File: config.mk
export PLATFORM = sky130hd
export DESIGN_NAME = stun_header_attribute_parser
export DESIGN_NICKNAME = d
export VERILOG_FILES = /design/src/hdl/stun_hdr_pkg.sv /design/src/hdl/stun_hdr_parse.sv /design/src/hdl/stun_hdr_outq.sv /design/src/hdl/stun_header_attribute_parser.sv
export SDC_FILE = /design/constraint.sdc
export NUM_CORES = 1
export LEC_CHECK = 0
export CAP_MARGIN = 40
export CELL_PAD_IN_SITES_DETAIL_PLACEMENT = 0
export CELL_PAD_IN_SITES_GLOBAL_PLACEMENT = 1
export CORE_ASPECT_RATIO = 0.75
export CORE_MARGIN = 5
export CORE_UTILIZATION = 35
export DETAILED_ROUTE_END_ITERATION = 16
export DONT_BUFFER_PORTS = 1
export PLACE_DENSITY = 0.56
export SLEW_MARGIN = 20
export SYNTH_ARGS = -nofsm -noshare
export SYNTH_HDL_FRONTEND = slang
export SYNTH_SLANG_ARGS = --single-unit
File: constraint.sdc
create_clock -name clk -period 6.1 [get_ports clk]
set_input_delay 1.22 -clock clk [delete_from_list [all_inputs] [get_ports clk]]
set_output_delay 1.22 -clock clk [all_outputs]
set_load 0.1 [all_outputs]
File: src/hdl/stun_hdr_pkg.sv
`timescale 1ns / 1ps
// ----------------------------------------------------------------------------
// stun_hdr_pkg
// Shared types and constants of the STUN header and attribute parser.
// ----------------------------------------------------------------------------
package stun_hdr_pkg;

  localparam logic [1:0] KIND_HEADER   = 2'd0;
  localparam logic [1:0] KIND_USERNAME = 2'd1;
  localparam logic [1:0] KIND_STATUS   = 2'd2;

  localparam logic [1:0] STATUS_OK      = 2'd0;
  localparam logic [1:0] STATUS_OVERRUN = 2'd1;
  localparam logic [1:0] STATUS_SHORT   = 2'd2;

  localparam logic [15:0] METHOD_MASK      = 16'hFEEF;
  localparam logic [15:0] USERNAME_DEFAULT = 16'd6;
  localparam int          HDR_BYTES        = 20;
  localparam int          ATTR_HDR_BYTES   = 4;

  typedef struct packed {
    logic [1:0]  kind;
    logic [15:0] method;
    logic [1:0]  msg_class;
    logic [31:0] trans_id_upper;
    logic [63:0] trans_id_lower;
    logic [7:0]  username_byte;
    logic        username_last;
    logic [1:0]  status;
    logic        last;
  } res_t;

  typedef struct packed {
    logic va;
    logic vb;
    res_t a;
    res_t b;
  } push_t;

endpackage

File: src/hdl/stun_hdr_parse.sv
`timescale 1ns / 1ps
// ----------------------------------------------------------------------------
// stun_hdr_parse
// Per-byte parser state: header capture, attribute walk and end status.
// Produces up to two results for each accepted word.
// ----------------------------------------------------------------------------
module stun_hdr_parse #(
  parameter int MAX_DATAGRAM = 2048
) (
  input  logic                 clk,
  input  logic                 rst,
  input  logic                 accept,
  input  logic [7:0]           data_byte,
  input  logic [11:0]          packet_length,
  input  logic                 end_of_packet,
  input  logic [15:0]          username_attr_type,
  output stun_hdr_pkg::push_t  push
);

  localparam int IW = $clog2(MAX_DATAGRAM + 1);
  localparam int CW = ((IW > 16) ? IW : 16) + 2;
  localparam logic [IW-1:0] MAX_IDX = IW'(MAX_DATAGRAM);

  typedef enum logic [2:0] {
    PH_HEADER,
    PH_ATTR_HDR,
    PH_VALUE,
    PH_PAD,
    PH_DONE
  } phase_t;

  logic [IW-1:0] byte_index, byte_index_next;
  phase_t        phase, phase_next;
  logic [15:0]   type_word, type_word_next;
  logic [31:0]   tid_high, tid_high_next;
  logic [63:0]   tid_low, tid_low_next;
  logic [31:0]   attr_hdr, attr_hdr_next;
  logic [15:0]   value_rem, value_rem_next;
  logic [1:0]    pad_rem, pad_rem_next;
  logic          in_user, in_user_next;
  logic          err, err_next;

  logic [CW-1:0] len_x, max_x, len_c, idx_x;
  logic          first_v;
  stun_hdr_pkg::res_t first_r, stat_r;

  always_comb begin
    len_x = CW'(packet_length);
    max_x = CW'(MAX_DATAGRAM);
    len_c = (len_x > max_x) ? max_x : len_x;
    idx_x = CW'(byte_index);

    byte_index_next = byte_index;
    phase_next      = phase;
    type_word_next  = type_word;
    tid_high_next   = tid_high;
    tid_low_next    = tid_low;
    attr_hdr_next   = attr_hdr;
    value_rem_next  = value_rem;
    pad_rem_next    = pad_rem;
    in_user_next    = in_user;
    err_next        = err;
    first_v         = 1'b0;
    first_r         = '0;
    stat_r          = '0;
    push            = '0;

    case (phase)
      PH_HEADER: begin
        if (idx_x < CW'(2)) begin
          type_word_next = {type_word[7:0], data_byte};
        end else if (idx_x >= CW'(8) && idx_x < CW'(12)) begin
          tid_high_next = {tid_high[23:0], data_byte};
        end else if (idx_x >= CW'(12) && idx_x < CW'(stun_hdr_pkg::HDR_BYTES)) begin
          tid_low_next = {tid_low[55:0], data_byte};
        end
        if (idx_x == CW'(stun_hdr_pkg::HDR_BYTES - 1)) begin
          first_v                = 1'b1;
          first_r.kind           = stun_hdr_pkg::KIND_HEADER;
          first_r.method         = type_word & stun_hdr_pkg::METHOD_MASK;
          first_r.msg_class      = {type_word[8], type_word[4]};
          first_r.trans_id_upper = tid_high;
          first_r.trans_id_lower = {tid_low[55:0], data_byte};
          phase_next             = PH_ATTR_HDR;
        end
      end
      PH_ATTR_HDR: begin
        if (byte_index[1:0] == 2'd0 &&
            !(idx_x + CW'(stun_hdr_pkg::ATTR_HDR_BYTES) < len_c)) begin
          phase_next = PH_DONE;
        end else begin
          attr_hdr_next = (byte_index[1:0] == 2'd0) ? {24'd0, data_byte}
                                                    : {attr_hdr[23:0], data_byte};
          if (byte_index[1:0] == 2'd3) begin
            if (idx_x + CW'(1) + CW'(attr_hdr_next[15:0]) > len_c) begin
              err_next   = 1'b1;
              phase_next = PH_DONE;
            end else begin
              in_user_next   = (attr_hdr_next[31:16] == username_attr_type);
              value_rem_next = attr_hdr_next[15:0];
              pad_rem_next   = 2'd0 - attr_hdr_next[1:0];
              phase_next     = (attr_hdr_next[15:0] != 16'd0) ? PH_VALUE : PH_ATTR_HDR;
            end
          end
        end
      end
      PH_VALUE: begin
        if (in_user) begin
          first_v               = 1'b1;
          first_r.kind          = stun_hdr_pkg::KIND_USERNAME;
          first_r.username_byte = data_byte;
          first_r.username_last = (value_rem == 16'd1);
        end
        value_rem_next = value_rem - 16'd1;
        if (value_rem_next == 16'd0) begin
          phase_next = (pad_rem != 2'd0) ? PH_PAD : PH_ATTR_HDR;
        end
      end
      PH_PAD: begin
        pad_rem_next = pad_rem - 2'd1;
        if (pad_rem_next == 2'd0) begin
          phase_next = PH_ATTR_HDR;
        end
      end
      default: begin
      end
    endcase

    if (byte_index < MAX_IDX) begin
      byte_index_next = byte_index + IW'(1);
    end

    stat_r.kind = stun_hdr_pkg::KIND_STATUS;
    stat_r.last = 1'b1;
    if (idx_x < CW'(stun_hdr_pkg::HDR_BYTES - 1) ||
        len_c < CW'(stun_hdr_pkg::HDR_BYTES)) begin
      stat_r.status = stun_hdr_pkg::STATUS_SHORT;
    end else if (err_next) begin
      stat_r.status = stun_hdr_pkg::STATUS_OVERRUN;
    end else begin
      stat_r.status = stun_hdr_pkg::STATUS_OK;
    end

    first_r.last = !end_of_packet;
    if (first_v) begin
      push.va = 1'b1;
      push.a  = first_r;
      push.vb = end_of_packet;
      push.b  = stat_r;
    end else if (end_of_packet) begin
      push.va = 1'b1;
      push.a  = stat_r;
    end

    if (end_of_packet) begin
      byte_index_next = '0;
      phase_next      = PH_HEADER;
      type_word_next  = '0;
      tid_high_next   = '0;
      tid_low_next    = '0;
      attr_hdr_next   = '0;
      value_rem_next  = '0;
      pad_rem_next    = '0;
      in_user_next    = 1'b0;
      err_next        = 1'b0;
    end

    if (!accept) begin
      push.va = 1'b0;
      push.vb = 1'b0;
    end
  end

  always_ff @(posedge clk) begin
    if (rst) begin
      byte_index <= '0;
      phase      <= PH_HEADER;
      type_word  <= '0;
      tid_high   <= '0;
      tid_low    <= '0;
      attr_hdr   <= '0;
      value_rem  <= '0;
      pad_rem    <= '0;
      in_user    <= 1'b0;
      err        <= 1'b0;
    end else if (accept) begin
      byte_index <= byte_index_next;
      phase      <= phase_next;
      type_word  <= type_word_next;
      tid_high   <= tid_high_next;
      tid_low    <= tid_low_next;
      attr_hdr   <= attr_hdr_next;
      value_rem  <= value_rem_next;
      pad_rem    <= pad_rem_next;
      in_user    <= in_user_next;
      err        <= err_next;
    end
  end

  // a second result is always the end status behind a first one
  a_second_is_status: assert property (@(posedge clk) disable iff (rst)
    push.vb |-> (push.va && push.b.kind == stun_hdr_pkg::KIND_STATUS))
    else $error("second result is not an end status");

  // end of packet restarts the header walk
  a_eop_restart: assert property (@(posedge clk) disable iff (rst)
    (accept && end_of_packet) |=> (byte_index == '0 && phase == PH_HEADER))
    else $error("parser not restarted after end of packet");

  // overrun only recorded once the attribute walk has stopped
  a_err_done: assert property (@(posedge clk) disable iff (rst)
    err |-> (phase == PH_DONE))
    else $error("overrun flag set while still walking");

endmodule

File: src/hdl/stun_hdr_outq.sv
`timescale 1ns / 1ps
// ----------------------------------------------------------------------------
// stun_hdr_outq
// Four-entry result queue taking up to two results per cycle and
// presenting one registered result word at the output.
// ----------------------------------------------------------------------------
module stun_hdr_outq (
  input  logic                clk,
  input  logic                rst,
  input  stun_hdr_pkg::push_t push,
  output logic                room,
  output logic                out_valid,
  input  logic                out_ready,
  output stun_hdr_pkg::res_t  head
);

  stun_hdr_pkg::res_t q [4];
  logic [1:0] wp, rp;
  logic [2:0] cnt, cnt_next;
  logic       pop;
  logic [1:0] n_push;

  assign pop       = out_valid && out_ready;
  assign out_valid = (cnt != 3'd0);
  assign head      = q[rp];
  assign room      = (cnt <= 3'd2);
  assign n_push    = {1'b0, push.va} + {1'b0, push.vb};
  assign cnt_next  = cnt + {1'b0, n_push} - {2'b00, pop};

  always_ff @(posedge clk) begin
    if (rst) begin
      wp  <= '0;
      rp  <= '0;
      cnt <= '0;
    end else begin
      wp  <= wp + n_push;
      rp  <= rp + {1'b0, pop};
      cnt <= cnt_next;
    end
  end

  always_ff @(posedge clk) begin
    if (push.va) begin
      q[wp] <= push.a;
    end
    if (push.vb) begin
      q[wp + 2'd1] <= push.b;
    end
  end

  a_no_overflow: assert property (@(posedge clk) disable iff (rst)
    cnt <= 3'd4)
    else $error("result queue overflow");

  a_pop_only: assert property (@(posedge clk) disable iff (rst)
    (pop && !push.va) |=> (cnt == $past(cnt) - 3'd1))
    else $error("queue count wrong after pop");

  a_push_room: assert property (@(posedge clk) disable iff (rst)
    push.va |-> (cnt <= 3'd2))
    else $error("push without room");

endmodule

File: src/hdl/stun_header_attribute_parser.sv
`timescale 1ns / 1ps
// ----------------------------------------------------------------------------
// stun_header_attribute_parser
// STUN datagram parser: header fields, username attribute bytes, end status.
// ----------------------------------------------------------------------------
// Takes one datagram byte per word and accepts a new word every cycle while
// the result queue has room for two results; the parser state updates in the
// accepting cycle and its results are registered into a four-entry queue. A
// byte gives at most two results (header or username byte result plus end
// status if the end mark is on it); with the output side always ready the
// sustained rate is one byte per cycle. The user must write the username type
// register through the cfg port between datagrams; it is not enforced.
// ----------------------------------------------------------------------------
module stun_header_attribute_parser #(
  parameter int MAX_DATAGRAM = 2048
) (
  input  logic        clk,
  input  logic        rst,
  input  logic        cfg_valid,
  output logic        cfg_ready,
  input  logic [15:0] cfg_data,
  input  logic        in_valid,
  output logic        in_ready,
  input  logic [7:0]  data_byte,
  input  logic [11:0] packet_length,
  input  logic        end_of_packet,
  output logic        out_valid,
  input  logic        out_ready,
  output logic [1:0]  kind,
  output logic [15:0] method,
  output logic [1:0]  msg_class,
  output logic [31:0] trans_id_upper,
  output logic [63:0] trans_id_lower,
  output logic [7:0]  username_byte,
  output logic        username_last,
  output logic [1:0]  status,
  output logic        last
);

  logic [15:0]         username_attr_type;
  logic                accept;
  stun_hdr_pkg::push_t push;
  stun_hdr_pkg::res_t  head;

  assign cfg_ready = 1'b1;
  assign accept    = in_valid && in_ready;

  always_ff @(posedge clk) begin
    if (rst) begin
      username_attr_type <= stun_hdr_pkg::USERNAME_DEFAULT;
    end else if (cfg_valid && cfg_ready) begin
      username_attr_type <= cfg_data;
    end
  end

  stun_hdr_parse #(
    .MAX_DATAGRAM (MAX_DATAGRAM)
  ) u_parse (
    .clk                (clk),
    .rst                (rst),
    .accept             (accept),
    .data_byte          (data_byte),
    .packet_length      (packet_length),
    .end_of_packet      (end_of_packet),
    .username_attr_type (username_attr_type),
    .push               (push)
  );

  stun_hdr_outq u_outq (
    .clk       (clk),
    .rst       (rst),
    .push      (push),
    .room      (in_ready),
    .out_valid (out_valid),
    .out_ready (out_ready),
    .head      (head)
  );

  assign kind           = head.kind;
  assign method         = head.method;
  assign msg_class      = head.msg_class;
  assign trans_id_upper = head.trans_id_upper;
  assign trans_id_lower = head.trans_id_lower;
  assign username_byte  = head.username_byte;
  assign username_last  = head.username_last;
  assign status         = head.status;
  assign last           = head.last;

  // every accepted word with an end mark leaves at least one result behind
  a_eop_result: assert property (@(posedge clk) disable iff (rst)
    (accept && end_of_packet) |=> out_valid)
    else $error("no result after end of packet");

  a_status_last: assert property (@(posedge clk) disable iff (rst)
    (out_valid && kind == stun_hdr_pkg::KIND_STATUS) |-> last)
    else $error("end status not marked last");

  a_no_accept_full: assert property (@(posedge clk) disable iff (rst)
    (in_valid && !in_ready) |=> out_valid)
    else $error("input stalled with empty queue");

endmodule
---- Word-level counts from Yosys, hierarchy flattened ----
Memory sizes are Yosys's and may differ from the RTL's. A register that Yosys moved wholly into a read port is not among the register bits.
Cells that the tools add are included.
storage, ports and cells
  flip-flop bits (word level) ............. 186
  bits in latches ......................... 0
  RAM bits ................................ 512
  memory bits (read-only) ................. 0
  output and inout bits ................... 131
  word-level logic and storage cells ...... 164
  memories kept ........................... 1
operators by class
  add/subtract/negate cells ............... 13
  multipliers ............................. 0
  divide/modulo/power cells ............... 0
  magnitude comparators ................... 12
  equality and inequality tests ........... 18
  shift operators ......................... 0
  multiplexer cells ....................... 72
  bitwise operators ....................... 0
  reductions and logical operators ........ 34
memories
  name      depth  width  read ports  clocked after memory_dff  write ports  line                 source
  u_outq.q  4      128    1           1                         2            stun_hdr_outq.sv:17  stun_hdr_pkg::res_t q [4];
operators with widths
  operator                                                                 count
  128-bit two-way mux                                                      3
  56-bit two-way mux                                                       5
  114-bit two-way mux                                                      2
  32-bit two-way mux                                                       5
  16-bit two-way mux                                                       7
  24-bit two-way mux                                                       3
  12-bit two-way mux                                                       3
  16-bit one-hot mux with 2 select lines                                   1
  12-bit by 4-bit >= comparator with 1-bit output (second input constant)  2
  12-bit by 5-bit < comparator with 1-bit output (second input constant)   2
  1-bit two-way mux                                                        21
  3-bit two-way mux                                                        7
  5-bit AND reduction                                                      4
  18-bit by 16-bit adder with 18-bit output                                1
  18-bit greater-than comparator                                           1
  18-bit < comparator                                                      1
  18-bit by 5-bit < comparator with 1-bit output (second input constant)   1
  2-bit two-way mux                                                        9
  9-bit two-way mux                                                        2
  16-bit by 1-bit == test with 1-bit output (second input constant)        1
  16-bit == test                                                           1
  16-bit logical NOT                                                       1
  16-bit nonzero test                                                      1
  2-bit nonzero test                                                       8
  39 further kinds                                                         57

---- Depth between registers and ports, before layout ----
Gate-level depths: netlist of run 1.
  depth in word-level cells ............... 12
  mapped depth ............................ 23
  depth with buffers taken out ............ 21

---- Modules after synthesis ----
A second synthesis of run 1 with hierarchy kept.
unflattened totals
  cells, all modules ...................... 2747
  area, all modules ....................... 36476.2 µm²
by module, submodules not included
  module                        instances  cells an instance  area each (µm²)  seq. area each (µm²)
  stun_hdr_outq                 1          1280               25079.1          15514.9
  stun_hdr_parse                1          1412               10796.6          3263.1
  stun_header_attribute_parser  1          55                 600.6            320.3

---- Worst setup path before layout of run 1 ----
Ideal clock, no wire load.
  path type ............................... input to register
  from .................................... input port data_byte[1]
  to ...................................... register u_parse.value_rem[2]
  setup time .............................. 0.119 ns
  data arrival time ....................... 4.790 ns
  slack ................................... 1.192 ns
  stages .................................. 18
  path buffers ............................ 2
  cells stage by stage .................... clkbuf_1 -> inv_1 -> fa_1 -> nand2b_1 -> a21oi_1 -> nor2b_1 -> o21ai_0 -> xor2_1 -> ha_1 -> o21ai_0 -> o21ai_0 -> a211oi_1 -> o221ai_1 -> nor4_4 -> a21o_1 -> buf_2 -> o211ai_2 -> o221a_2
between the ends
  word-level cells in the longest chain between the ends .. 5
ends and longest elaborated chain
  item                                       line                                source
  start, declared                            stun_header_attribute_parser.sv:24  input logic [7:0] data_byte,
  32-bit two-way mux                         stun_hdr_parse.sv:92                attr_hdr_next = (byte_index[1:0] == 2'd0) ? {24'd0, data_byte}
  18-bit by 16-bit adder with 18-bit output  stun_hdr_parse.sv:95                if (idx_x + CW'(1) + CW'(attr_hdr_next[15:0]) > len_c) begin
  18-bit greater-than comparator             stun_hdr_parse.sv:95
  3-bit inequality test (no line)            -
  5-bit AND reduction (no line)              -
  end signal, assigned                       stun_hdr_parse.sv:193               value_rem <= value_rem_next;
  end, declared                              stun_hdr_parse.sv:38                logic [15:0] value_rem, value_rem_next;
Every way passes these cells.
A chain may end at the register's enable or synchronous reset.

---- Final worst setup path of run 1 ----
  from .................................... register u_parse.byte_index[4]
  to ...................................... register u_parse.value_rem[6]
between the ends
  word-level cells in the longest chain between the ends .. 6
ends and longest elaborated chain
  item                                                                                               line                   source
  start, declared                                                                                    stun_hdr_parse.sv:32   logic [IW-1:0] byte_index, byte_index_next;
  start signal, assigned                                                                             stun_hdr_parse.sv:187  byte_index <= byte_index_next;
  parallel branches: the longest is 5 deep, another holds 18-bit by 16-bit adder with 18-bit output  -
  5-bit AND reduction (no line) (*)                                                                  -
Every way passes the cells marked *.

==> results of run 1 <==
## stage by stage
| step | util [%] | power, mW | hold slack (ns) | area [µm²] |
|---|---|---|---|---|
| 6_report | 39.7 | 10.8 | 0.450 | 32000 |
| 5_1_grt | 39.7 | 11.2 | 0.479 | 32000 |
| 4_1_cts | 39.7 | 10.9 | 0.457 | 31900 |
| 3_5_place_dp | 36.5 | 6.07 | 0.442 | 29300 |
| 3_3_place_gp | 36.2 | 6.00 | 0.429 | 29100 |
| 2_1_floorplan | - | 5.65 | 0.420 | 28500 |
## worst min path at each step
stage                startpoint                to  slack [ns]  cells past startpoint
3_3_place_gp   u_outq.q[0][126]  u_outq.q[0][126]        0.43                      2
6_report         u_outq.q[3][3]    u_outq.q[3][3]        0.45                      2
5_1_grt          u_outq.q[0][6]    u_outq.q[0][6]        0.48                      2
2_1_floorplan  u_outq.q[1][126]  u_outq.q[1][126]        0.42                      2
3_5_place_dp     u_outq.q[3][3]    u_outq.q[3][3]        0.44                      2
4_1_cts          u_outq.q[3][3]    u_outq.q[3][3]        0.46                      2
## report_power, final
group | switching (mW) | leakage [nW] | internal (mW)
clock | 1.91 | 1.27 | 2.92
combinational | 0.851 | 4.64 | 0.448
sequential | 0.0917 | 5.59 | 4.56
total | 2.86 | 11.5 | 7.93
## sequential cells by signal, indices dropped and copies added, names as in the netlist
| register | cells |
|---|---|
| u_outq.q | 504 |
| u_parse.tid_low | 56 |
| u_parse.tid_high | 32 |
| u_parse.attr_hdr | 24 |
| u_parse.type_word | 16 |
| u_parse.value_rem | 16 |
| username_attr_type | 16 |
| u_parse.byte_index | 12 |
| u_outq.cnt | 3 |
| u_parse.phase | 3 |
| u_outq.rp | 2 |
| u_outq.wp | 2 |
| u_parse.pad_rem | 2 |
| u_parse.err | 1 |
| u_parse.in_user | 1 |
## cells in the mapped netlist, types with 42 or more instances
library cell,number,share of area [%]
sky130_fd_sc_hd__mux4_2,126,10
sky130_fd_sc_hd__inv_1,46,0.61
sky130_fd_sc_hd__dfxtp_1,674,47
sky130_fd_sc_hd__nand2_1,217,2.9
sky130_fd_sc_hd__o21ai_0,69,1.2
sky130_fd_sc_hd__nand3_1,97,1.7
sky130_fd_sc_hd__nor2_1,136,1.8
sky130_fd_sc_hd__buf_2,46,0.81
sky130_fd_sc_hd__a22o_1,448,14
sky130_fd_sc_hd__a21oi_1,125,2.2
sky130_fd_sc_hd__clkbuf_1,131,1.7
sky130_fd_sc_hd__a22oi_1,42,1.1
sky130_fd_sc_hd__ha_1,58,2.6
## critical path, stage by stage, from the launching register on
cell and delay [ns]:
sky130_fd_sc_hd__dfxtp_1 0.65, sky130_fd_sc_hd__and3_4 0.30, sky130_fd_sc_hd__and2_1 0.23, sky130_fd_sc_hd__nand3_1 0.12
sky130_fd_sc_hd__xnor2_1 0.26, sky130_fd_sc_hd__ha_1 0.32, sky130_fd_sc_hd__o211ai_1 0.14, sky130_fd_sc_hd__nor2_1 0.09
sky130_fd_sc_hd__o21ai_0 0.10, sky130_fd_sc_hd__nand2b_1 0.12, sky130_fd_sc_hd__a21o_1 0.19, sky130_fd_sc_hd__a21oi_1 0.17
sky130_fd_sc_hd__xnor2_1 0.18, sky130_fd_sc_hd__ha_1 0.31, sky130_fd_sc_hd__a211oi_1 0.20, sky130_fd_sc_hd__o21ai_0 0.12
sky130_fd_sc_hd__a211oi_1 0.26, sky130_fd_sc_hd__o221ai_1 0.26, sky130_fd_sc_hd__nor4_4 0.53, sky130_fd_sc_hd__a21o_1 0.30
sky130_fd_sc_hd__nand2_2 0.24, sky130_fd_sc_hd__o32ai_1 0.33
## kinds of logic after synthesis
family	count (synthesis)
AO/OA/AOI/OAI	812
flip-flops	690
AND/OR/NAND/NOR	582
buffers and inverters	282
multiplexers	142
adder cells (fa/ha/maj)	60
XOR/XNOR	43
other	2
## layout make-up
type / instances / area, µm²
Clock buffer: 109 / 2190
Sequential cell: 690 / 14000
Tap cell: 1058 / 1320
Clock inverter: 23 / 412
Fill cell: 7619 / 48500
Inverter: 46 / 173
Multi-Input combinational cell: 1642 / 13300
Timing Repair Buffer: 49 / 587
## routing by layer
layer  global-route usage [%]  vias up
met5                        0        -
met1                     30.7    11000
li1                         -     9628
met2                     31.9      573
met4                     4.41        0
met3                     4.62      105
==> flow_summary.rst, run 1 <==
.. list-table::
   :header-rows: 1

   * - Metric
     - Value
   * - Syn. warnings
     - 0
   * - Met1 WL
     - 45.6 mm
   * - Remaining antenna violation count
     - 0
   * - Count of flip-flops with a built-in enable after synthesis
     - 16
   * - Vias per cell
     - 5.89
   * - Total Nets Final
     - 2605
   * - Most common cell after layout, fill and taps aside
     - sky130_fd_sc_hd__dfxtp_1
   * - Uppermost routed layer
     - met4
   * - I/O pins
     - 173
   * - CTS tree
     - built
   * - Transition time of the tightest slew-check pin
     - 0.913 ns
   * - Startpoint kind of the worst setup timing path
     - register
   * - Grt total ovfl
     - 0
   * - X dimension of the die
     - 339 µm
   * - Initial antenna violation count
     - 1
   * - Capturing instance or port of the critical path
     - u_parse.value_rem[6]
   * - Number of cells on the worst reg-to-reg path
     - 21
   * - CTS Buf Count
     - 74
   * - Startpoint of the lowest-slack register-to-register path
     - u_parse.byte_index[4]
   * - TritonCTS sink count
     - 690
   * - CP arrival
     - 6.04 ns
   * - Seq/Total Area, Yosys
     - 49.1%
   * - Synth Area per Inst
     - 10.9 µm²
   * - Async SR Flop Fraction
     - 0%
   * - Final-report setup violation count
     - 0
   * - Setup Fix Bufs, Post-CTS
     - 0
   * - Library cell used as clock root buffer
     - sky130_fd_sc_hd__clkbuf_16
   * - Clock slew seen by the registers of the worst setup and hold paths
     - 0.06 ns
   * - Post-synthesis share of cell area spent on and, or, nand and nor gates
     - 9.71%
   * - Count of state elements after synthesis
     - 690
   * - Clock tree buffer depth
     - 3
   * - Initial core utilization
     - 35.3%
   * - RSZ-0062 raised after global routing
     - no
   * - Number of input and output port buffers inserted
     - 0
   * - Area added between synthesis and finish
     - 12.4%
   * - Flip-flop cell with the highest count after synthesis
     - sky130_fd_sc_hd__dfxtp_1
   * - Instance count of the mapped netlist
     - 2613
   * - Register-to-Register Setup Slack
     - 0.58 ns
   * - Element type at the critical path end
     - register
   * - Worst reg2reg path endpoint
     - u_parse.value_rem[6]
   * - Layout cells sized above 1
     - 13.2%
   * - Share of the cycle needed by the critical path after routing
     - 90.4%
   * - Data required time at the worst endpoint
     - 6.63 ns
   * - Placement Rows
     - 90
   * - Crit Path Max Fanout
     - 14
   * - Worst Setup Slack, final
     - 0.583 ns
   * - Time the worst path needs with I/O delays and setup
     - 5.52 ns
   * - Ant. Diodes
     - 0
   * - Post-synthesis mux area share
     - 10.5%
   * - Setup TNS Final
     - 0 ns
   * - Clock Skew
     - 0.0180 ns
   * - Status
     - completed
   * - Peak Freq
     - 181 MHz
   * - Area of the die
     - 0.0872 mm²
   * - Yosys cell types
     - 81
   * - Compound-cell area share of the yosys netlist
     - 22.2%
   * - Remaining max-slew budget at the tightest pin
     - 39.0%
   * - Number of levels in the clock H-tree
     - 3
   * - IR drop worst, VDD
     - 0.172 mV
   * - Startpoint of the most critical setup path
     - u_parse.byte_index[4]
   * - PostCTS Resize Cnt
     - 0
   * - Worst min path class
     - reg2reg
   * - Wire length on met3
     - 5.64 mm
   * - Most used cells in the layout excluding fill and tap cells
     - sky130_fd_sc_hd__dfxtp_1, sky130_fd_sc_hd__a22o_1, sky130_fd_sc_hd__nand2_1
   * - Number of search-and-repair iterations in the first detailed-routing pass
     - 7
   * - Static leakage
     - 11.5 nW
   * - Overall via count from detail_route
     - 21300
   * - Max-cap violations
     - 0
   * - Post-route non-filler standard cell count
     - 3617
   * - Detailed Place HPWL
     - 58.5 mm
   * - Vertical die dimension
     - 257 µm
   * - Cts hold-fix bufs
     - 0
   * - Placer's final routability congestion estimate
     - 0.875
   * - Core Footprint
     - 0.0805 mm²
   * - Total wire length after detailed routing
     - 94.7 mm
   * - Post-synthesis instance area
     - 0.0285 mm²
   * - Wire length of the first global-routing pass
     - 142 mm
   * - XOR/XNOR Fraction of Synth Area
     - 1.32%
   * - Number of design-rule violations left by the first detailed-router iteration
     - 1547
   * - Final Hold Violating Endpoints
     - 0
   * - Power density relative to cell area
     - 337 mW/mm²
   * - Number of global-route vias before repair
     - 21000
   * - Main combinational cell family by area after synthesis
     - compound AO/OA/AOI/OAI gates
   * - Clk Latency, worst-skew pair
     - 0.62 ns
   * - Maximum number of pins on one net before global-route repair
     - 174
   * - Pre-CTS WS
     - 0.657 ns
   * - Category of the critical setup timing path
     - reg2reg
   * - Wire length per cell
     - 26.2 µm
   * - Max Transition Viols Final
     - 0
   * - Fraction of the mapped netlist area in adder cells
     - 2.69%
   * - Number of remaining DRC errors
     - 0
   * - Number of instances in the placed design
     - 3482
   * - Wire length on met2
     - 41.8 mm
   * - Global Route Usage Sum
     - 21.0%
Note: power is estimated with default switching activity, not from simulation.
==> run 2, diff against run 1 <==
ABC_AREA = 1   (was default)
PLACE_DENSITY = 0.6   (was 0.56)
==> flow_summary.rst, run 2 <==
.. list-table::
   :header-rows: 1

   * - Metric
     - Value
   * - Area of the multi-input gates
     - 0.0146 mm²
   * - Clk Latency, worst-skew pair
     - 0.63 ns
   * - Vias per cell
     - 5.25
   * - Total wire length after detailed routing
     - 103 mm
   * - Post-synthesis share of cell area spent on and, or, nand and nor gates
     - 21.8%
   * - Number of instances in the placed design
     - 5039
   * - Main combinational cell family by area after synthesis
     - simple AND/OR/NAND/NOR gates
   * - CP most frequent cell
     - sky130_fd_sc_hd__nand2_1
   * - Setup TNS Final
     - 0 ns
   * - Area added between synthesis and finish
     - 19.4%
   * - Area of the die
     - 0.0918 mm²
   * - Fill cell count
     - 8836
   * - Worst min path class
     - reg2reg
   * - CP arrival
     - 5.05 ns
   * - Detailed Place HPWL
     - 61.4 mm
   * - Post-synthesis instance area
     - 0.0300 mm²
   * - Transition time of the tightest slew-check pin
     - 0.896 ns
   * - Register ranked first by flip-flop count
     - u_outq.q
   * - Area share of the largest cell type after synthesis
     - 45.0%
   * - IR drop worst, VDD
     - 0.267 mV
   * - Remaining max-slew budget at the tightest pin
     - 40.3%
   * - Number of levels in the clock H-tree
     - 3
   * - CTS tree
     - built
   * - Syn. warnings
     - 0
   * - Top post-synthesis cells by area
     - sky130_fd_sc_hd__dfxtp_1, sky130_fd_sc_hd__o21ai_0, sky130_fd_sc_hd__nand3_1, sky130_fd_sc_hd__nand2_1, sky130_fd_sc_hd__nor2_1
   * - Final-report setup violation count
     - 0
   * - Cts hold-fix bufs
     - 0
   * - Ant. Diodes
     - 0
   * - Initial antenna violation count
     - 1
   * - Initial core utilization
     - 35.1%
   * - Total Nets Final
     - 4078
   * - Number of remaining DRC errors
     - 0
   * - CTS Buf Count
     - 75
   * - Setup Fix Bufs, Post-CTS
     - 0
   * - Global Route Usage Sum
     - 21.7%
   * - Max-cap violations
     - 0
   * - Count leader, synth
     - sky130_fd_sc_hd__o21ai_0
   * - Wire length per cell
     - 20.0 µm
   * - Placer's final routability congestion estimate
     - 0.820
   * - Clock slew seen by the registers of the worst setup and hold paths
     - 0.06 ns
   * - Data required time at the worst endpoint
     - 6.45 ns
   * - I/O pins
     - 173
   * - Share of the cycle needed by the critical path after routing
     - 77.1%
   * - X dimension of the die
     - 348 µm
   * - Count of flip-flops with a built-in enable after synthesis
     - 16
   * - Number of flip-flops in the largest register
     - 504
   * - Number of design-rule violations left by the first detailed-router iteration
     - 1820
   * - Max Transition Viols Final
     - 0
   * - Crit Path Max Fanout
     - 6
   * - Vertical die dimension
     - 264 µm
   * - Peak Freq
     - 213 MHz
   * - XOR/XNOR Fraction of Synth Area
     - 1.11%
   * - Final Hold Violating Endpoints
     - 0
   * - Most used cells in the layout excluding fill and tap cells
     - sky130_fd_sc_hd__o21ai_0, sky130_fd_sc_hd__dfxtp_1, sky130_fd_sc_hd__nand2_1
   * - Number of search-and-repair iterations in the first detailed-routing pass
     - 7
   * - Clock tree buffer depth
     - 3
   * - Register Area
     - 0.0140 mm²
   * - Core Footprint
     - 0.0854 mm²
   * - Layout cells sized above 1
     - 11.5%
   * - Power density relative to cell area
     - 445 mW/mm²
   * - Status
     - completed
   * - Yosys cell types
     - 53
   * - Number of global-route vias before repair
     - 25800
   * - Startpoint of the most critical setup path
     - u_parse.byte_index[0]
   * - Grt total ovfl
     - 0
   * - Post-route non-filler standard cell count
     - 5176
   * - Time the worst path needs with I/O delays and setup
     - 4.70 ns
   * - Biggest area consumer among synthesized cells
     - sky130_fd_sc_hd__dfxtp_1
   * - Instance count of the mapped netlist
     - 4036
   * - Largest stage delay on the critical path
     - 0.48 ns
   * - Synth Area per Inst
     - 7.44 µm²
   * - Compound-cell area share of the yosys netlist
     - 20.1%
   * - Startpoint kind of the worst setup timing path
     - register
   * - Most common cell after layout, fill and taps aside
     - sky130_fd_sc_hd__o21ai_0
   * - Clock Skew
     - 0.0142 ns
   * - Count of state elements after synthesis
     - 690
   * - Source of the worst hold timing path
     - u_parse.attr_hdr[3]
   * - RSZ-0062 raised after global routing
     - no
   * - Seq/Total Area, Yosys
     - 46.6%
   * - Slowest-stage cell, CP
     - sky130_fd_sc_hd__o21ai_0
   * - Library cell used as clock root buffer
     - sky130_fd_sc_hd__clkbuf_16
   * - Async SR Flop Fraction
     - 0%
   * - Post-synthesis mux area share
     - 0%
   * - Flip-flop cell with the highest count after synthesis
     - sky130_fd_sc_hd__dfxtp_1
   * - Overall via count from detail_route
     - 27200
   * - TritonCTS sink count
     - 690
   * - Maximum number of pins on one net before global-route repair
     - 147
   * - Wire length of the first global-routing pass
     - 160 mm
   * - Element type at the critical path end
     - register
   * - Remaining antenna violation count
     - 0
   * - Static leakage
     - 13.4 nW
   * - Category of the critical setup timing path
     - reg2reg
   * - Startpoint of the lowest-slack register-to-register path
     - u_parse.byte_index[0]
   * - Number of input and output port buffers inserted
     - 0
   * - Final core area utilization
     - 42.0%
   * - PostCTS Resize Cnt
     - 0
   * - Most frequent cells after synthesis
     - sky130_fd_sc_hd__o21ai_0, sky130_fd_sc_hd__dfxtp_1, sky130_fd_sc_hd__nand2_1
   * - Fraction of the mapped netlist area in adder cells
     - 2.55%
   * - Top Registers
     - u_outq.q x504, u_parse.tid_low x56, u_parse.tid_high x32
   * - Placement Rows
     - 93
[run 2: logic make-up (layout without fill, tap and decap cells)]
logic type | after synthesis | count (layout)
and+or+nand+nor | 1520 | 1520
AOI/OAI and AO/OA | 1131 | 1131
DFF | 690 | 690
buffers and inverters | 595 | 594
adders and majority gates | 60 | 60
xor gates and xnor gates | 38 | 38
other | 2 | 3
[run 2: through the flow]
stage                     setup WS (ns)  total power [mW]  hold WS, ns  cell area (µm²)
after floorplan                    2.15              9.14        0.439            30000
after global placement             1.57              10.7        0.447            32100
after detailed placement           1.45              11.4        0.452            33300
after CTS                          1.44              16.1        0.461            35800
after global routing              0.868              16.6        0.478            35800
final                              1.40              15.9        0.461            35800
[run 2: routing by layer]
layer  up-vias  GRT usage (%)  wire (µm)
met5         -              0          0
met4         0           3.89       1410
met3        98           3.38       4100
met2       420           33.4      45100
met1     13000           32.4      52800
li1      13600              -          -
[run 2: where the power goes]
group / internal [mW] / switching (mW)
Sequential: 4.59 / 0.0892
Combinational: 1.65 / 4.92
Clock: 2.76 / 1.94
[run 2: layout make-up]
type	instances	area share, %
inverter	279	2.95
multi-input combinational	2752	40.7
tap	1140	3.98
sequential	690	39.0
timing repair buffer	178	6.37
clock inverter	14	0.499
clock buffer	123	6.53
[run 2: worst paths after layout]
path                                            end  slack, ns  cells after the start
worst max-delay path                 u_outq.q[0][1]       1.40                     25
worst min-delay path            u_parse.attr_hdr[3]       0.46                      2
worst max register to register       u_outq.q[0][1]       1.40                     25
worst min register to register  u_parse.attr_hdr[3]       0.46                      2
[run 2: worst max-delay path, delay by kind of cell (launching register included)]
family                     cells  cell delay, ns
and+or+nand+nor               15            1.52
adders and majority gates      3            1.00
AOI/OAI and AO/OA              3            0.82
DFF                            1            0.40
xor gates and xnor gates       2            0.40
buffers and inverters          2            0.26
